<file path="src/design/ism_pkg.sv">
// ----------------------------------------------------------------------------
// ism_pkg: shared types and constants for the integer stack machine
// Holds the word formats of both channels, opcode and mode codes, the
// stack geometry and the control structs passed between the sequencer,
// the stack memory and the arithmetic unit.
// ----------------------------------------------------------------------------
package ism_pkg;

    // Stack geometry
    localparam int STACK_DEPTH = 1024;
    localparam int ADDR_W      = $clog2(STACK_DEPTH);
    localparam int CNT_W       = $clog2(STACK_DEPTH + 1);

    // Field widths
    localparam int VALUE_W   = 31;
    localparam int OPERAND_W = 30;
    localparam int ITER_W    = $clog2(OPERAND_W);

    // Magnitude limit of every stack value
    localparam logic [OPERAND_W-1:0] LIMIT_U      = 30'd1000000000;
    localparam logic signed [32:0]   LIMIT_S33    = 33'sd1000000000;
    localparam logic signed [32:0]   NEG_LIMIT_S33 = -33'sd1000000000;
    localparam logic signed [61:0]   LIMIT_S62    = 62'sd1000000000;
    localparam logic signed [61:0]   NEG_LIMIT_S62 = -62'sd1000000000;

    // Mode codes
    localparam logic [1:0] MODE_START  = 2'd0;
    localparam logic [1:0] MODE_EXEC   = 2'd1;
    localparam logic [1:0] MODE_FINISH = 2'd2;

    // Opcodes
    localparam logic [3:0] OP_NUM = 4'd0;
    localparam logic [3:0] OP_POP = 4'd1;
    localparam logic [3:0] OP_INV = 4'd2;
    localparam logic [3:0] OP_DUP = 4'd3;
    localparam logic [3:0] OP_SWP = 4'd4;
    localparam logic [3:0] OP_ADD = 4'd5;
    localparam logic [3:0] OP_SUB = 4'd6;
    localparam logic [3:0] OP_MUL = 4'd7;
    localparam logic [3:0] OP_DIV = 4'd8;
    localparam logic [3:0] OP_MOD = 4'd9;

    // Arithmetic unit operations
    typedef enum logic [2:0] {
        ALU_ADD,
        ALU_SUB,
        ALU_NEG,
        ALU_MUL,
        ALU_DIV,
        ALU_MOD
    } alu_op_t;

    // Input word
    typedef struct packed {
        logic [1:0]           mode;
        logic [3:0]           opcode;
        logic [OPERAND_W-1:0] operand;
    } ism_in_t;

    // Result word
    typedef struct packed {
        logic signed [VALUE_W-1:0] result_value;
        logic                      status;
    } ism_out_t;

    // Request to the arithmetic unit: a is the second value, b the top
    typedef struct packed {
        logic                      start;
        alu_op_t                   op;
        logic signed [VALUE_W-1:0] a;
        logic signed [VALUE_W-1:0] b;
    } alu_req_t;

    // Response from the arithmetic unit
    typedef struct packed {
        logic                      done;
        logic                      err;
        logic signed [VALUE_W-1:0] result;
    } alu_rsp_t;

    // Stack memory write port
    typedef struct packed {
        logic                      en;
        logic [ADDR_W-1:0]         addr;
        logic signed [VALUE_W-1:0] data;
    } ram_wr_t;

endpackage

</file>
<file path="src/design/ism_alu.sv">
// ----------------------------------------------------------------------------
// ism_alu: shared arithmetic unit
// One 33-bit adder serves add, subtract, negate, the trial subtraction of
// a restoring divider (one quotient bit per cycle) and the final sign fix.
// A 31x31 multiplier feeds a registered range check.
// ----------------------------------------------------------------------------
module ism_alu (
    input  logic              aclk,
    input  logic              aresetn,
    input  ism_pkg::alu_req_t req,
    output ism_pkg::alu_rsp_t rsp
);

    typedef enum logic [2:0] {
        A_IDLE,
        A_ADD,
        A_MUL,
        A_MUL_CHK,
        A_DIV_INIT,
        A_DIV,
        A_DIV_SIGN,
        A_DONE
    } alu_state_t;

    alu_state_t                         st_reg, st_next;
    ism_pkg::alu_op_t                   op_reg, op_next;
    logic signed [ism_pkg::VALUE_W-1:0] a_reg, a_next;
    logic signed [ism_pkg::VALUE_W-1:0] b_reg, b_next;
    logic signed [61:0]                 prod_reg, prod_next;
    logic [ism_pkg::OPERAND_W-1:0]      rem_reg, rem_next;
    logic [ism_pkg::OPERAND_W-1:0]      quo_reg, quo_next;
    logic [ism_pkg::OPERAND_W-1:0]      dvs_reg, dvs_next;
    logic [ism_pkg::ITER_W-1:0]         iter_reg, iter_next;
    logic signed [ism_pkg::VALUE_W-1:0] res_reg, res_next;
    logic                               err_reg, err_next;

    // Shared adder
    logic signed [32:0] add_x, add_y, add_sum;
    logic               add_sub;

    logic [ism_pkg::VALUE_W-1:0]   a_abs, b_abs;
    logic [ism_pkg::OPERAND_W-1:0] div_sel;
    logic                          div_neg;

    assign add_sum = add_x + (add_sub ? ~add_y : add_y) + {32'd0, add_sub};

    assign a_abs = a_reg[ism_pkg::VALUE_W-1] ? ism_pkg::VALUE_W'(-a_reg) : a_reg;
    assign b_abs = b_reg[ism_pkg::VALUE_W-1] ? ism_pkg::VALUE_W'(-b_reg) : b_reg;

    // Pick quotient or remainder and its sign
    always_comb begin
        if (op_reg == ism_pkg::ALU_DIV) begin
            div_sel = quo_reg;
            div_neg = a_reg[ism_pkg::VALUE_W-1] ^ b_reg[ism_pkg::VALUE_W-1];
        end else begin
            div_sel = rem_reg;
            div_neg = a_reg[ism_pkg::VALUE_W-1];
        end
    end

    // Steer the adder operands
    always_comb begin
        add_x   = '0;
        add_y   = '0;
        add_sub = 1'b0;
        case (st_reg)
            A_ADD: begin
                add_x   = (op_reg == ism_pkg::ALU_NEG) ? 33'sd0 : {{2{a_reg[30]}}, a_reg};
                add_y   = {{2{b_reg[30]}}, b_reg};
                add_sub = (op_reg != ism_pkg::ALU_ADD);
            end
            A_DIV: begin
                add_x   = {2'b00, rem_reg, quo_reg[ism_pkg::OPERAND_W-1]};
                add_y   = {3'b000, dvs_reg};
                add_sub = 1'b1;
            end
            A_DIV_SIGN: begin
                add_x   = '0;
                add_y   = {3'b000, div_sel};
                add_sub = div_neg;
            end
            default: begin
            end
        endcase
    end

    // Sequence the operation
    always_comb begin
        st_next   = st_reg;
        op_next   = op_reg;
        a_next    = a_reg;
        b_next    = b_reg;
        prod_next = prod_reg;
        rem_next  = rem_reg;
        quo_next  = quo_reg;
        dvs_next  = dvs_reg;
        iter_next = iter_reg;
        res_next  = res_reg;
        err_next  = err_reg;
        case (st_reg)
            A_IDLE: begin
                if (req.start) begin
                    op_next = req.op;
                    a_next  = req.a;
                    b_next  = req.b;
                    case (req.op)
                        ism_pkg::ALU_MUL: st_next = A_MUL;
                        ism_pkg::ALU_DIV: st_next = A_DIV_INIT;
                        ism_pkg::ALU_MOD: st_next = A_DIV_INIT;
                        default:          st_next = A_ADD;
                    endcase
                end
            end
            A_ADD: begin
                res_next = add_sum[ism_pkg::VALUE_W-1:0];
                err_next = (add_sum > ism_pkg::LIMIT_S33) || (add_sum < ism_pkg::NEG_LIMIT_S33);
                st_next  = A_DONE;
            end
            A_MUL: begin
                prod_next = 62'(a_reg) * 62'(b_reg);
                st_next   = A_MUL_CHK;
            end
            A_MUL_CHK: begin
                res_next = prod_reg[ism_pkg::VALUE_W-1:0];
                err_next = (prod_reg > ism_pkg::LIMIT_S62) || (prod_reg < ism_pkg::NEG_LIMIT_S62);
                st_next  = A_DONE;
            end
            A_DIV_INIT: begin
                // Reject a zero divisor, else load magnitudes
                if (b_reg == '0) begin
                    err_next = 1'b1;
                    st_next  = A_DONE;
                end else begin
                    rem_next  = '0;
                    quo_next  = a_abs[ism_pkg::OPERAND_W-1:0];
                    dvs_next  = b_abs[ism_pkg::OPERAND_W-1:0];
                    iter_next = '0;
                    st_next   = A_DIV;
                end
            end
            A_DIV: begin
                // One restoring step: keep the trial difference if it is not negative
                if (!add_sum[32]) begin
                    rem_next = add_sum[ism_pkg::OPERAND_W-1:0];
                    quo_next = {quo_reg[ism_pkg::OPERAND_W-2:0], 1'b1};
                end else begin
                    rem_next = {rem_reg[ism_pkg::OPERAND_W-2:0], quo_reg[ism_pkg::OPERAND_W-1]};
                    quo_next = {quo_reg[ism_pkg::OPERAND_W-2:0], 1'b0};
                end
                iter_next = iter_reg + 1'b1;
                if (iter_reg == ism_pkg::ITER_W'(ism_pkg::OPERAND_W - 1)) begin
                    st_next = A_DIV_SIGN;
                end
            end
            A_DIV_SIGN: begin
                res_next = add_sum[ism_pkg::VALUE_W-1:0];
                err_next = 1'b0;
                st_next  = A_DONE;
            end
            A_DONE: begin
                st_next = A_IDLE;
            end
            default: begin
                st_next = A_IDLE;
            end
        endcase
        if (st_reg == A_IDLE && req.start) begin
            err_next = 1'b0;
        end
    end

    // Hold state and operands
    always_ff @(posedge aclk) begin
        if (!aresetn) begin
            st_reg  <= A_IDLE;
            err_reg <= 1'b0;
        end else begin
            st_reg  <= st_next;
            err_reg <= err_next;
        end
        op_reg   <= op_next;
        a_reg    <= a_next;
        b_reg    <= b_next;
        prod_reg <= prod_next;
        rem_reg  <= rem_next;
        quo_reg  <= quo_next;
        dvs_reg  <= dvs_next;
        iter_reg <= iter_next;
        res_reg  <= res_next;
    end

    assign rsp.done   = (st_reg == A_DONE);
    assign rsp.err    = err_reg;
    assign rsp.result = res_reg;

endmodule

</file>
<file path="config.mk">
export PLATFORM = sky130hd
export DESIGN_NAME = ism_alu
export DESIGN_NICKNAME = d
export VERILOG_FILES = /design/src/design/ism_pkg.sv /design/src/design/ism_alu.sv
export SDC_FILE = /design/constraint.sdc
export NUM_CORES = 2
export LEC_CHECK = 0
export ABC_CLOCK_PERIOD_IN_PS = 11200
export BUFFER_PORTS_ARGS = -buffer_cell sky130_fd_sc_hd__clkbuf_2
export CAP_MARGIN = 40
export CORE_MARGIN = 2
export CORE_UTILIZATION = 60
export DETAILED_ROUTE_END_ITERATION = 6
export HOLD_SLACK_MARGIN = 0.03
export PLACE_DENSITY = 0.87
export SYNTH_ARGS = -nofsm -noshare
export SYNTH_HDL_FRONTEND = slang
export SYNTH_SLANG_ARGS = --single-unit
</file>
<file path="constraint.sdc">
create_clock -name aclk -period 11.2 [get_ports aclk]
set_input_delay 1.68 -clock aclk [delete_from_list [all_inputs] [get_ports aclk]]
set_output_delay 1.68 -clock aclk [all_outputs]
set_load 0.05 [all_outputs]
</file>
### After elaboration in Yosys (flattened, before gate mapping)

Cells that the tools add are included.

| storage, ports and cells | value |
|---|---|
| input port bits | 68 |
| logic and storage cells | 85 |
| register bits | 257 |

| operators by class | value |
|---|---|
| reduce and logical (&&, ||, !) cells | 18 |
| multipliers | 1 |
| eq/ne operators | 17 |
| bitwise logic cells | 4 |
| order comparisons | 4 |
| $add $sub $neg | 5 |
| multiplexer cells | 25 |

Operators with widths:

| cell | number |
|---|---|
| 30-bit two-way mux | 6 |
| 30-bit one-hot mux with 2 select lines | 2 |
| 33-bit one-hot mux with 3 select lines | 1 |
| 33-bit two-way mux | 2 |
| 33-bit one-hot mux with 2 select lines | 1 |
| 62-bit by 31-bit greater-than comparator with 1-bit output, second input constant | 1 |
| 62-bit by 31-bit less-than comparator with 1-bit output, second input constant | 1 |
| 31-bit by 31-bit multiplier with 62-bit output | 1 |
| 31-bit one-hot mux with 2 select lines | 1 |
| 30-bit negator | 2 |
| 33-bit by 1-bit adder with 33-bit output | 1 |
| 33-bit adder | 1 |
| 33-bit by 31-bit greater-than comparator with 1-bit output, second input constant | 1 |
| 33-bit by 31-bit less-than comparator with 1-bit output, second input constant | 1 |
| 33-bit inverter | 1 |
| 31-bit logical NOT | 1 |
| 3-bit == test, second input constant | 7 |
| 3-bit one-hot mux with 6 select lines | 1 |
| 3-bit by 2-bit == test with 1-bit output, second input constant | 4 |
| 5-bit one-hot mux with 2 select lines | 1 |
| 2-bit AND reduction | 5 |
| 2-bit inequality test, second input constant | 4 |
| 3-bit two-way mux | 2 |
| 3-bit one-hot mux with 2 select lines | 1 |
| 18 further kinds | 25 |

### Longest topological paths before layout

| depth | value |
|---|---|
| word-level depth | 10 |
| depth in mapped cells | 34 |
| mapped depth without buffers | 31 |

### Worst setup path after synthesis

Ideal clock, no wire load.

| timing path | value |
|---|---|
| path kind | register -> register |
| start point | register a_reg[30] (netlist name) |
| end point | register prod_reg[57] (data pin) |
| period minus slack after synthesis | 8.553 ns |
| arrival time | 8.295 ns |
| setup time | 0.258 ns |
| stages on the path, launching flop included | 33 |
| path slack | 2.647 ns |
| buffers on the path | 3 |
| cell sequence | edfxtp_1 > clkbuf_1 > clkbuf_1 > buf_1 > nand2_1 > inv_1 > fa_1 > inv_1 > fa_1 > inv_1 > fa_1 > fa_1 > inv_1 > fa_1 > inv_1 > fa_1 > inv_1 > fa_1 > fa_1 > inv_1 > ha_1 > a21oi_1 > nor2b_1 > nor2_1 > o21ai_0 > inv_1 > a311oi_1 > o31ai_1 > nand2b_1 > o311a_1 > o21ai_1 > nor2b_1 > xnor2_1 |

| on the way | value |
|---|---|
| word-level cells in the longest chain between the ends | 1 |

Ends and longest elaborated chain:

| element | line | RTL |
|---|---|---|
| start: declaration | ism_alu.sv:27 | `logic signed [ism_pkg::VALUE_W-1:0] a_reg, a_next;` |
| start signal: assignment | ism_alu.sv:182 | `a_reg <= a_next;` |
| 31-bit by 31-bit multiplier with 62-bit output | ism_alu.sv:120 | `prod_next = 62'(a_reg) * 62'(b_reg);` |
| end signal: assignment | ism_alu.sv:184 | `prod_reg <= prod_next;` |
| end: declaration | ism_alu.sv:29 | `logic signed [61:0] prod_reg, prod_next;` |

Every way passes these cells.
A chain may end at the register's enable or synchronous reset.

### Worst setup path after layout

| timing path | value |
|---|---|
| start point | register b_reg[6] (netlist name) |
| end point | register prod_reg[61] (data pin) |

| on the way | value |
|---|---|
| word-level cells in the longest chain between the ends | 1 |

Ends and longest elaborated chain:

| element | line | RTL |
|---|---|---|
| start: declaration | ism_alu.sv:28 | `logic signed [ism_pkg::VALUE_W-1:0] b_reg, b_next;` |
| start signal: assignment | ism_alu.sv:183 | `b_reg <= b_next;` |
| 31-bit by 31-bit multiplier with 62-bit output | ism_alu.sv:120 |  |

Every way passes these cells.

==> key figures <==
GRT
  • Initial antenna violation count: 2
  • Total GRT Usage: 34.3%
  • First-pass GRT wire length: 219,000 um
  • GRT overflow: 0
  • Vias in the first global route: around 41k
  • Largest net degree at the start of global routing: 63

Clock network
  • CTS tree: built
  • Clock-pin slew on the worst setup and hold paths: around 70 ps
  • Hold_buf cts: 0
  • Root buf cell: clkbuf_16
  • Post-CTS sizing: 0
  • Deepest clock path buffer count: 3
  • Setup bufs post-CTS: 0
  • Clk_lat worst skew: about 610 ps
  • Sink Count: approximately 260
  • CTS H-tree lvls: 1
  • CTS Buf Count: 27

Timing
  • Final period utilization: 85.5%
  • F_max: about 100 MHz
  • Setup TNS: 0 ps
  • Hold Fails Final Rpt: 0
  • Worst hold slack: approximately 570 ps
  • Clk_skew: 24.8 ps
  • Max Slew Vio Count: 0
  • Worst slew pin tran: about 1000 ps
  • Unrepaired setup endpoints after global routing: false
  • Slew HR: around a third
  • Final setup fails: 0
  • Shortest period the worst path allows: ~9600 ps

Finish
  • Design area: around 51,000 um^2
  • Largest register FFs: 62
  • Nets: between 6k and 7k
  • Area grow syn2layout: 5.33%
  • Layout cells sized above 1: between 5 and 6%
  • Register Area: ~7700 um^2
  • Diode count: 0
  • Most common cell after layout, fill and taps aside: inv_1
  • Multi-input logic area: between 30,000 and 40,000 um^2
  • Post-route insts no fill: 6,063
  • Most frequent cells in the layout: inv_1, fa_1, nand2_1
  • # fillers: between 5k and 6k

Worst setup path
  • FF-to-FF End: prod_reg[61]
  • Worst Path Buf+Inv: 8
  • Worst Path Max Fanout: 23
  • Setup CP Type: flop to flop
  • CP delay by family, top: adder cells
  • Worst Path Required: around 12,000 ps
  • Crit-path max cell delay: approximately 960 ps
  • Crit path DAT: slightly below 10,000 ps
  • Reg-to-reg startpoint: b_reg[6]
  • Startpoint types: flop
  • CP Capture Type: flop
  • R2R Setup Slk: 1620 ps
  • Crit-path most repeated cell: fa_1
  • Total stage count of the critical path: 29
  • Critical Path Slowest Stage Cell: fa_1
  • Worst reg2reg path depth: 29

Synth
  • Synth unique cells: 87
  • Seq cells post-synth: 257
  • Register area share after synthesis: approximately 16%
  • EDFF count, synth: between 200 and 300
  • Warnings from Yosys: 0
  • Post-Syn Nets: approximately 6.4k
  • Average size of a mapped cell: between 9 and 10 um^2
  • Cell Area, Synth: 48,800 um^2
  • Async S/R FF share, synth: 0%
  • Mapped Cells: ~5.1k
  • Top FF cell, synth: edfxtp_1

Detailed routing
  • Vias/cell: 6.08
  • Via count: 36.9k
  • Drt drc: 0
  • ANT nets after route: 0
  • DR iter-0 viols: about 3.6k
  • Final WL: 139,000 um
  • Drt pass-1 iters: 6
  • Avg WL per Cell: about 23 um

Die
  • Core footprint: about 81,000 um^2
  • Core Rows: around 100
  • Die W: about 290 um
  • # IOs: just over 100
  • Die Area: 83,600 um^2
  • Starting density of the core: 60.6%
  • Die span in y: between 200 and 300 um

Run status
  • Status: completed

Worst hold path
  • Hold_sp: quo_reg[5]
  • Hold path endpoint: quo_reg[6]
  • Min-Delay Path Depth: 2
  • Worst min path class: flop to flop

Placed design
  • DP Wirelength: ~110,000 um
  • Post-placement cell count: roughly 6.0k
  • Area after DPL: 50,500 um^2
  • GPL Wtd Cong: roughly 1
  • # port buffers: 100

Flow run
  • Maxcap violations: 0
-- worst register-to-register path, delay by kind of cell, from the launching register on --
family          cells  cell delay, ps
xor+xnor            1             150
buf+inv             8            1480
fa+ha+maj           9            4840
compound gates      7            1370
flops               1             810
simple gates        4             660
-- layout make-up --
type	instances	share of cell area, %
Clock buffer	30	1.34
Sequential cell	257	14.9
Inverter	1038	7.58
Tap cell	1060	2.58
Multi-Input combinational cell	3457	70.2
Timing Repair Buffer	202	3.12
Clock inverter	19	0.270
-- layer usage --
metal | routed length (um) | GRT usage (%) | vias up
li1 | - | - | 15286
met3 | 14800 | 7.62 | 729
met4 | 10400 | 22.6 | 2
met1 | 47200 | 41.1 | 18466
met5 | 10 | 0 | -
met2 | 66300 | 56.0 | 2369
-- worst max-delay path by stage --
stage / from / endpoint / slack [ps]
5_1_grt: b_reg[6] / prod_reg[61] / 1230
3_3_place_gp: b_reg[6] / prod_reg[57] / 2110
2_1_floorplan: a_reg[30] / prod_reg[57] / 2650
3_5_place_dp: b_reg[6] / prod_reg[61] / 1760
6_report: b_reg[6] / prod_reg[61] / 1620
4_1_cts: b_reg[6] / prod_reg[61] / 1760
-- synth_stat cells (86+ instances only) --
cell | instances | share of area [%]
o21ai_0 | 100 | 1.0
clkbuf_1 | 269 | 2.1
inv_1 | 1038 | 8.0
ha_1 | 218 | 5.6
nand2_1 | 643 | 4.9
a21oi_1 | 102 | 1.0
nor2_1 | 157 | 1.2
xnor2_1 | 123 | 2.2
and2_1 | 464 | 5.9
mux2i_1 | 86 | 1.8
fa_1 | 1019 | 42
edfxtp_1 | 253 | 16
-- cell families after synthesis --
group / Yosys count / synth area share (%)
AND/OR/NAND/NOR: 1476 / 14.9
buffers and inverters: 1344 / 10.4
adder cells (fa/ha/maj): 1237 / 47.4
AO/OA/AOI/OAI: 481 / 6.61
flip-flops: 257 / 15.7
XOR/XNOR: 176 / 3.16
multiplexers: 87 / 1.79
-- per-stage QoR --
| stage | setup WS, ps | utilization, % |
|---|---|---|
| 2_1_floorplan | 2650 | - |
| 3_3_place_gp | 2110 | 62.2 |
| 3_5_place_dp | 1760 | 62.8 |
| 4_1_cts | 1760 | 63.8 |
| 5_1_grt | 1230 | 63.8 |
| 6_report | 1620 | 63.8 |
Power is left out: the tool's default activity adds up to more than one toggle a clock period on the data nets, which glitch-free logic cannot reach.
